<file path="src/rtl/rcpwd_pkg.sv">
// shared types and constants for the dual rc pulse width decoder
`default_nettype none

package rcpwd_pkg;

   localparam int OFFSET_W = 10;
   localparam int SPAN_W   = 8;
   localparam int COUNT_W  = 8;
   localparam int WIDTH_W  = 16;
   localparam int CSR_IDX_W  = 1;
   localparam int CSR_DATA_W = 10;

   localparam logic [OFFSET_W-1:0] OFFSET_RESET = 10'd250;
   localparam logic [SPAN_W-1:0]   SPAN_RESET   = 8'd250;

   // register indexes
   localparam logic [CSR_IDX_W-1:0] CSR_PULSE_OFFSET = 1'd0;
   localparam logic [CSR_IDX_W-1:0] CSR_PULSE_SPAN   = 1'd1;

   // event kinds
   localparam logic FUNC_OVERFLOW = 1'b0;
   localparam logic FUNC_PIN      = 1'b1;

   typedef struct packed {
      logic               func;
      logic [COUNT_W-1:0] timer_count;
      logic               steering_level;
      logic               throttle_level;
   } req_type;

   typedef struct packed {
      logic               steering_valid;
      logic [COUNT_W-1:0] steering_width;
      logic               throttle_valid;
      logic [COUNT_W-1:0] throttle_width;
   } rsp_type;

   // per-channel control for one event step
   typedef struct packed {
      logic bump_ovf;
      logic sample;
      logic level;
   } chan_ctl_type;

endpackage

`default_nettype wire

</file>
<file path="src/rtl/rcpwd_channel.sv">
// one pulse measuring channel: state, width calculation and scaling
`default_nettype none

module rcpwd_channel
   import rcpwd_pkg::*;
(
   input  wire logic                clock,
   input  wire logic                reset,
   input  wire chan_ctl_type        ctl,
   input  wire logic [COUNT_W-1:0]  timer_count,
   input  wire logic [OFFSET_W-1:0] pulse_offset,
   input  wire logic [SPAN_W-1:0]   pulse_span,
   output logic                     done,
   output logic [COUNT_W-1:0]       width
);

   logic               measuring_ff, measuring_in;
   logic [COUNT_W-1:0] start_ff, start_in;
   logic [COUNT_W-1:0] ovf_ff, ovf_in;
   logic               begin_pulse;
   logic [WIDTH_W-1:0] raw_w;
   logic [WIDTH_W-1:0] trim_w;

   assign begin_pulse = ctl.sample & ~measuring_ff & ctl.level;
   assign done        = ctl.sample & measuring_ff & ~ctl.level;

   always_comb begin
      measuring_in = measuring_ff;
      start_in     = start_ff;
      ovf_in       = ovf_ff;
      if (ctl.bump_ovf) begin
         ovf_in = ovf_ff + COUNT_W'(1);
      end
      if (begin_pulse) begin
         start_in     = timer_count;
         ovf_in       = '0;
         measuring_in = 1'b1;
      end
      if (done) begin
         measuring_in = 1'b0;
      end
   end

   // overflows * 256 + now - start, wrapping at 16 bits
   always_comb begin
      raw_w  = {ovf_ff, timer_count} - {{(WIDTH_W-COUNT_W){1'b0}}, start_ff};
      trim_w = '0;
      width  = '0;
      if (raw_w >= WIDTH_W'(pulse_offset)) begin
         trim_w = raw_w - WIDTH_W'(pulse_offset);
      end
      if (done) begin
         if (trim_w > WIDTH_W'(pulse_span)) begin
            width = pulse_span;
         end else begin
            width = trim_w[COUNT_W-1:0];
         end
      end
   end

   always_ff @(posedge clock) begin
      if (reset) begin
         measuring_ff <= 1'b0;
         start_ff     <= '0;
         ovf_ff       <= '0;
      end else begin
         measuring_ff <= measuring_in;
         start_ff     <= start_in;
         ovf_ff       <= ovf_in;
      end
   end

endmodule

`default_nettype wire

</file>
<file path="src/rtl/dual_rc_pulse_width_decoder.sv">
// top level of the dual rc pulse width decoder: registers, handshake and channels
`default_nettype none

// measures the high time of the steering and throttle servo pulses. each
// req word is either a timer overflow (func 0) or a pin change sample
// (func 1) with the 8-bit timer value and both pin levels. every req word
// gives exactly one rsp word; a channel whose pulse ended with this word
// shows valid and its width (ticks less pulse_offset, floored at zero and
// clipped at pulse_span), otherwise valid and width are zero. a word is
// registered on entry and worked on between the input register and the
// rsp register; one word is taken every cycle while rsp_ready stays high.
// a stalled rsp holds the input register; req_ready follows rsp_ready
// through the pipeline enable. the user writes registers through csr_
// only while no word is in flight; the block itself does not enforce it.

module dual_rc_pulse_width_decoder
   import rcpwd_pkg::*;
(
   input  wire logic                  clock,
   input  wire logic                  reset,
   // input channel
   input  wire logic                  req_valid,
   output logic                       req_ready,
   input  wire req_type               req_data,
   // result channel
   output logic                       rsp_valid,
   input  wire logic                  rsp_ready,
   output rsp_type                    rsp_data,
   // register write port
   input  wire logic                  csr_write,
   input  wire logic [CSR_IDX_W-1:0]  csr_index,
   input  wire logic [CSR_DATA_W-1:0] csr_data
);

   // configuration registers
   logic [OFFSET_W-1:0] offset_ff;
   logic [SPAN_W-1:0]   span_ff;

   // input stage
   logic    in_valid_ff;
   req_type in_data_ff;

   // result stage
   logic    rsp_valid_ff, rsp_valid_in;
   rsp_type rsp_data_ff, rsp_data_in;

   logic         advance;
   chan_ctl_type steer_ctl, throt_ctl;
   logic         steer_done, throt_done;
   logic [COUNT_W-1:0] steer_width, throt_width;

   // the input word moves on when the rsp register is free or being emptied
   assign advance   = in_valid_ff & (~rsp_valid_ff | rsp_ready);
   assign req_ready = ~in_valid_ff | advance;

   always_ff @(posedge clock) begin
      if (reset) begin
         offset_ff <= OFFSET_RESET;
         span_ff   <= SPAN_RESET;
      end else if (csr_write) begin
         case (csr_index)
            CSR_PULSE_OFFSET: begin
               offset_ff <= csr_data[OFFSET_W-1:0];
            end
            CSR_PULSE_SPAN: begin
               span_ff <= csr_data[SPAN_W-1:0];
            end
            default: begin
            end
         endcase
      end
   end

   always_ff @(posedge clock) begin
      if (reset) begin
         in_valid_ff <= 1'b0;
      end else if (req_ready) begin
         in_valid_ff <= req_valid;
      end
   end

   always_ff @(posedge clock) begin
      if (req_valid && req_ready) begin
         in_data_ff <= req_data;
      end
   end

   // per-channel controls, only live when the word advances
   always_comb begin
      steer_ctl.bump_ovf = advance & (in_data_ff.func == FUNC_OVERFLOW);
      steer_ctl.sample   = advance & (in_data_ff.func == FUNC_PIN);
      steer_ctl.level    = in_data_ff.steering_level;
      throt_ctl.bump_ovf = advance & (in_data_ff.func == FUNC_OVERFLOW);
      throt_ctl.sample   = advance & (in_data_ff.func == FUNC_PIN);
      throt_ctl.level    = in_data_ff.throttle_level;
   end

   rcpwd_channel u_steering (
      .clock        (clock),
      .reset        (reset),
      .ctl          (steer_ctl),
      .timer_count  (in_data_ff.timer_count),
      .pulse_offset (offset_ff),
      .pulse_span   (span_ff),
      .done         (steer_done),
      .width        (steer_width)
   );

   rcpwd_channel u_throttle (
      .clock        (clock),
      .reset        (reset),
      .ctl          (throt_ctl),
      .timer_count  (in_data_ff.timer_count),
      .pulse_offset (offset_ff),
      .pulse_span   (span_ff),
      .done         (throt_done),
      .width        (throt_width)
   );

   // rsp register: load on advance, clear valid once taken
   always_comb begin
      rsp_valid_in = rsp_valid_ff;
      rsp_data_in  = rsp_data_ff;
      if (advance) begin
         rsp_valid_in               = 1'b1;
         rsp_data_in.steering_valid = steer_done;
         rsp_data_in.steering_width = steer_width;
         rsp_data_in.throttle_valid = throt_done;
         rsp_data_in.throttle_width = throt_width;
      end else if (rsp_ready) begin
         rsp_valid_in = 1'b0;
      end
   end

   always_ff @(posedge clock) begin
      if (reset) begin
         rsp_valid_ff <= 1'b0;
      end else begin
         rsp_valid_ff <= rsp_valid_in;
      end
   end

   always_ff @(posedge clock) begin
      rsp_data_ff <= rsp_data_in;
   end

   assign rsp_valid = rsp_valid_ff;
   assign rsp_data  = rsp_data_ff;

endmodule

`default_nettype wire

</file>
<file path="config.mk">
export PLATFORM = sky130hd
export DESIGN_NAME = dual_rc_pulse_width_decoder
export DESIGN_NICKNAME = d
export VERILOG_FILES = /design/src/rtl/rcpwd_pkg.sv /design/src/rtl/rcpwd_channel.sv /design/src/rtl/dual_rc_pulse_width_decoder.sv
export SDC_FILE = /design/constraint.sdc
export NUM_CORES = 1
export LEC_CHECK = 0
export ABC_CLOCK_PERIOD_IN_PS = 12000
export BUFFER_PORTS_ARGS = -buffer_cell sky130_fd_sc_hd__buf_4
export CAP_MARGIN = 10
export CORE_MARGIN = 1
export CORE_UTILIZATION = 40
export CTS_CLUSTER_DIAMETER = 100
export CTS_CLUSTER_SIZE = 30
export DETAILED_ROUTE_END_ITERATION = 10
export GPL_TIMING_DRIVEN = 0
export HOLD_SLACK_MARGIN = 0.1
export SKIP_CTS_REPAIR_TIMING = 1
export SLEW_MARGIN = 20
export SYNTH_ARGS = -nofsm -noshare
export SYNTH_HDL_FRONTEND = slang
export SYNTH_SLANG_ARGS = --single-unit
</file>
<file path="constraint.sdc">
create_clock -name clock -period 12 [get_ports clock]
set_input_delay 2.4 -clock clock [delete_from_list [all_inputs] [get_ports clock]]
set_output_delay 2.4 -clock clock [all_outputs]
set_load 0.05 [all_outputs]
</file>
==> Word-level counts from Yosys, hierarchy flattened <==
Cells that the tools add are included.
Widths: inputs -> output; s select.
{ "classes": {"addsub": 6, "order_cmp": 4, "mux": 6, "bitwise_logic": 21, "reduce_logical": 8} }
{ "op_table": {"columns": ["cell", "count"], "rows": [
  ["$ge 16x10->1", 2],
  ["$gt 16x8->1", 2],
  ["$mux 16", 2],
  ["$sub 16x10->16", 2],
  ["$sub 16x8->16", 2],
  ["$add 8x1->8 const B", 2],
  ["$mux 8", 2],
  ["$and 1x1->1", 11],
  ["$not 1->1", 8],
  ["$reduce_or 2->1", 4],
  ["$reduce_and 2->1", 2],
  ["$mux 1", 2],
  ["$or 1x1->1", 2],
  ["$reduce_bool 2->1", 1],
  ["$logic_and 1x1->1", 1]
]} }
{ "totals": {"reg_bits": 83, "in_bits": 27, "out_inout_bits": 20, "word_cells": 63} }

==> Logic depth before layout (Yosys ltp) <==
{ "logic_depth": {"depth_word": 7, "depth_mapped": 28, "mapped_depth_nobuf": 28} }

==> By module <==
A second synthesis with hierarchy kept.
{ "hier_totals": {"cells_unflattened": 723, "hier_area_um2": 6238.5} }
{ "by_module_without_submodules": {"columns": ["mod", "n_inst", "cells_per_inst", "area_each_um2", "seq_area_each_um2"], "rows": [
  ["rcpwd_channel at u_steering", 1, 311, 2321.0, 340.3],
  ["rcpwd_channel at u_throttle", 1, 297, 2205.9, 340.3],
  ["dual_rc_pulse_width_decoder", 1, 115, 1711.6, 1271.2]
]} }

==> Least setup slack after synthesis <==
Ideal clock, no wire load.
{ "synth_path": {"path_type": "input port to output port", "from": "input port rsp_ready", "to": "output port req_ready", "arrival_time_ns": 2.878, "t_required_ns": 9.600, "setup_slack_ns": 6.722, "cell_stages": 2, "n_path_buf": 0, "cell_sequence": "nor2b_1 -> nand2_1"} }
{ "synth_between": {"elab_chain_len": 3} }
{ "synth_rtl": {"columns": ["element", "line", "rtl"], "rows": [
  ["start: declaration", "dual_rc_pulse_width_decoder.sv:27", "input wire logic rsp_ready,"],
  ["$or 1x1->1", "dual_rc_pulse_width_decoder.sv:53", "assign advance = in_valid_ff & (~rsp_valid_ff | rsp_ready);"],
  ["$and 1x1->1", "dual_rc_pulse_width_decoder.sv:53", null],
  ["$or 1x1->1", "dual_rc_pulse_width_decoder.sv:54", "assign req_ready = ~in_valid_ff | advance;"],
  ["end: declaration", "dual_rc_pulse_width_decoder.sv:23", "output logic req_ready,"]
]} }
No other way between the ends.

==> Final worst setup path <==
{ "layout_path": {"from": "register in_data_ff[2] in the netlist's numbering", "to": "register rsp_data_ff, in the netlist rsp_data[5] (data pin)"} }
{ "layout_between": {"elab_chain_len": 5, "word_cells_on_any_way": 6, "classes_between": "add/sub: 2; order compare: 2; mux: 2"} }
{ "layout_rtl": {"columns": ["element", "line", "rtl"], "rows": [
  ["start: declaration", "dual_rc_pulse_width_decoder.sv:41", "req_type in_data_ff;"],
  ["start signal: assignment", "dual_rc_pulse_width_decoder.sv:84", "in_data_ff <= req_data;"],
  ["$sub 16x8->16 *", "rcpwd_channel.sv:46", "raw_w = {ovf_ff, timer_count} - {{(WIDTH_W-COUNT_W){1'b0}}, start_ff};"],
  ["$sub 16x10->16 or $ge 16x10->1 (tied branches)", "rcpwd_channel.sv:50, rcpwd_channel.sv:49", null],
  ["$mux 16 *", "rcpwd_channel.sv:49", "if (raw_w >= WIDTH_W'(pulse_offset)) begin"],
  ["$gt 16x8->1", "rcpwd_channel.sv:53", "if (trim_w > WIDTH_W'(pulse_span)) begin"],
  ["$mux 8 *", "rcpwd_channel.sv:53", null],
  ["end signal: assignment", "dual_rc_pulse_width_decoder.sv:144", "rsp_data_ff <= rsp_data_in;"],
  ["end: declaration", "dual_rc_pulse_width_decoder.sv:45", "rsp_type rsp_data_ff, rsp_data_in;"]
]} }
Mark *: on every way between the ends. The rest lies on a longest branch, timed or not.
A chain may end at the register's enable or synchronous reset.

==> results.json <==
{
  "cp.required_ns": 12.09,
  "yosys_register_bits": 83,
  "nFillCells": 1380,
  "dr_total_vias": 4972,
  "crit_top_cell": "a21oi_1",
  "yosysTopAreaCell": "dfxtp_1",
  "area.growth.synth_to_final_pct": 15.23,
  "final_nets": 821,
  "start_util_pct": 40.98,
  "grt_pass1_vias": 4782,
  "drc": 0,
  "end_kind": "register",
  "path_delay_family": "compound AO/OA/AOI/OAI gates",
  "grt_max_degree": 20,
  "drt-vias-per-instance": 5.387,
  "rows": 44,
  "postSynth.asyncResetShare_pct": 0,
  "finalSetupViolCount": 0,
  "antenna_cells": 0,
  "fp.dieH_um": 124.0,
  "synth_common_cells": "nor2_1, ha_1, dfxtp_1",
  "ant_nets": 0,
  "drt_iter0_drc": 224,
  "syn_area_sq_um": 5956,
  "clock_skew_ns": 0.005676,
  "clk_latency_ns": 0.34,
  "root_buffer": "clkbuf_16",
  "leakagePower_nw": 2.935,
  "tritoncts": "built",
  "cts.clk_slew.worst_paths_ns": 0.06,
  "synth_edf_count": 29,
  "hold_viol": 0,
  "whs_ns": 0.4633,
  "synth.yosys.warnings": 0,
  "yosys.area.top_type_share_pct": 18.15,
  "clock_path_buffers": 2,
  "ys.flop_type": "dfxtp_1",
  "fin_area_sq_um": 6863,
  "max_cap_viol_count": 0,
  "slowest_delay_ns": 0.53,
  "grt_overflow_total": 0,
  "post_dp_cell_area_sq_um": 6531,
  "hold_class": "reg2reg",
  "synthCells": 677,
  "wl_um": 14160,
  "fin_crit_sh_pct": 51.71,
  "peakVddDrop_mv": 0.08015,
  "yosysUniqueCellTypes": 64,
  "reg2reg_setup_slack_ns": 5.79,
  "synth.area.top_cells": "dfxtp_1, edfxtp_1, ha_1",
  "core_area_sq_um": 14530,
  "tightest_slew_ns": 0.7379,
  "io_pins": 47,
  "slew-limit-headroom_pct": 50.75,
  "synth_most_common_cell": "nor2_1",
  "first_pass_iters": 5,
  "regArea_sq_um": 1952,
  "fp.dieW_um": 124.0,
  "track_usage_pct": 19.81,
  "drive_gt1_share_pct": 11.91,
  "cts-htree-levels": 3,
  "grt_pass1_wl_um": 23270,
  "drv_slew": 0,
  "startpoint_type": "register",
  "dpl.hpwl_um": 11570,
  "grt_setup_unrepaired": "no",
  "cp.arrival_ns": 6.30,
  "criticalPathCategory": "reg2reg",
  "critPathSlowestCell": "a21oi_1",
  "yosysSeqAreaShare_pct": 32.77,
  "port_buffers": 46,
  "clock.fmax_mhz": 161.2,
  "gp_congestion": 0.9256,
  "fin_setup_tns_ns": 0,
  "die-area_sq_um": 15380,
  "postSynthAreaPerCell_sq_um": 8.797,
  "wl_per_cell_um": 15.34,
  "synth_fp_nets": 764,
  "path_max_fanout": 8,
  "critPathBufInv": 2,
  "p_per_area_nw_per_um2": 126.9,
  "status": "finished clean",
  "clkSinkCount": 83,
  "antenna_found_initial": 0,
  "multiInputGateArea_sq_um": 3717,
  "min_period_ns": 6.205,
  "cts_buffers": 9
}
## power breakdown
group / switching [mW] / internal, mW
Sequential: 0.00848 / 0.302
Combinational: 0.153 / 0.107
Clock: 0.113 / 0.187
Total: 0.275 / 0.596
## state kept, by name (all words and copies together) (netlist names), 8 cells and up
register	flops
in_data_ff	11
offset_ff	10
rsp_data	18
span_ff	8
u_steering.ovf_ff	8
u_steering.start_ff	8
u_throttle.ovf_ff	8
u_throttle.start_ff	8
## layout make-up
| class | instances | area share [%] |
|---|---|---|
| buffer | 17 | 1.386 |
| clock buffer | 12 | 4.066 |
| clock inverter | 4 | 0.7657 |
| inverter | 51 | 2.789 |
| multi-input combinational | 526 | 54.17 |
| sequential | 83 | 28.44 |
| tap | 184 | 3.355 |
| timing repair buffer | 46 | 5.032 |
## per-layer routing
| layer | vias to the layer above | track usage [%] | share of wire, % |
|---|---|---|---|
| li1 | 2518 | - | - |
| met1 | 2335 | 25.08 | 47 |
| met2 | 97 | 33.02 | 46 |
| met3 | 22 | 3.755 | 3.6 |
| met4 | 0 | 8.036 | 3.3 |
| met5 | - | 0 | 0 |
## cell families (layout without fill, tap and decap cells)
logic type | count (synthesis) | count (layout) | share of synthesized area (%)
AND/OR/NAND/NOR | 255 | 255 | 21.68
AO/OA/AOI/OAI | 145 | 145 | 17.29
flip-flops | 83 | 83 | 32.77
buffers and inverters | 68 | 130 | 4.811
adder cells (fa/ha/maj) | 60 | 60 | 13.11
XOR/XNOR | 40 | 40 | 5.882
multiplexers | 26 | 26 | 4.454
## through the flow
stage / worst slack (ns) / power, mW / instances / util (%)
after global placement: 5.941 / 0.5689 / 907 / 44.94
after global routing: 5.258 / 0.9223 / 923 / 47.22
after floorplan: 6.722 / 0.5102 / 677 / -
after detailed placement: 5.864 / 0.5739 / 907 / 44.94
after CTS: 5.821 / 0.8790 / 923 / 47.22
final: 5.795 / 0.8711 / 923 / 47.22
## placed cells by master (no fill, tap or decap), drive strengths merged, types with 6 or more instances in the layout
| master | instances |
|---|---|
| mux2i | 25 |
| dfxtp | 54 |
| xor2 | 15 |
| and2 | 7 |
| a22o | 8 |
| nor4 | 6 |
| nand2 | 49 |
| nor2 | 89 |
| clkbuf | 26 |
| edfxtp | 29 |
| nand3 | 9 |
| and3 | 14 |
| o211ai | 9 |
| inv | 52 |
| a21oi | 44 |
| nor2b | 16 |
| nand4 | 14 |
| nor3 | 13 |
| o21a | 13 |
| buf | 48 |
| nand2b | 18 |
| a21o | 6 |
| ha | 56 |
| o31a | 7 |
| a211o | 14 |
| xnor2 | 25 |
| o21ai | 23 |
## final timing paths
check	endpoint	startpoint	depth (start not counted)
setup / recovery	rsp_data[5]	in_data_ff[2]	28
hold / removal	offset_ff[2]	offset_ff[2]	2
setup reg to reg	rsp_data[5]	in_data_ff[2]	28
hold reg to reg	offset_ff[2]	offset_ff[2]	2
## worst reg2reg max path, delay by kind of cell (launching register included)
kind / cells / cell delay, ns
DFF: 1 / 0.32
buffers and inverters: 2 / 0.16
xor gates and xnor gates: 1 / 0.16
adders and majority gates: 4 / 1.25
AOI/OAI and AO/OA: 12 / 2.63
muxes: 1 / 0.25
and+or+nand+nor: 8 / 1.19
Power figures use the tool's default switching activity.
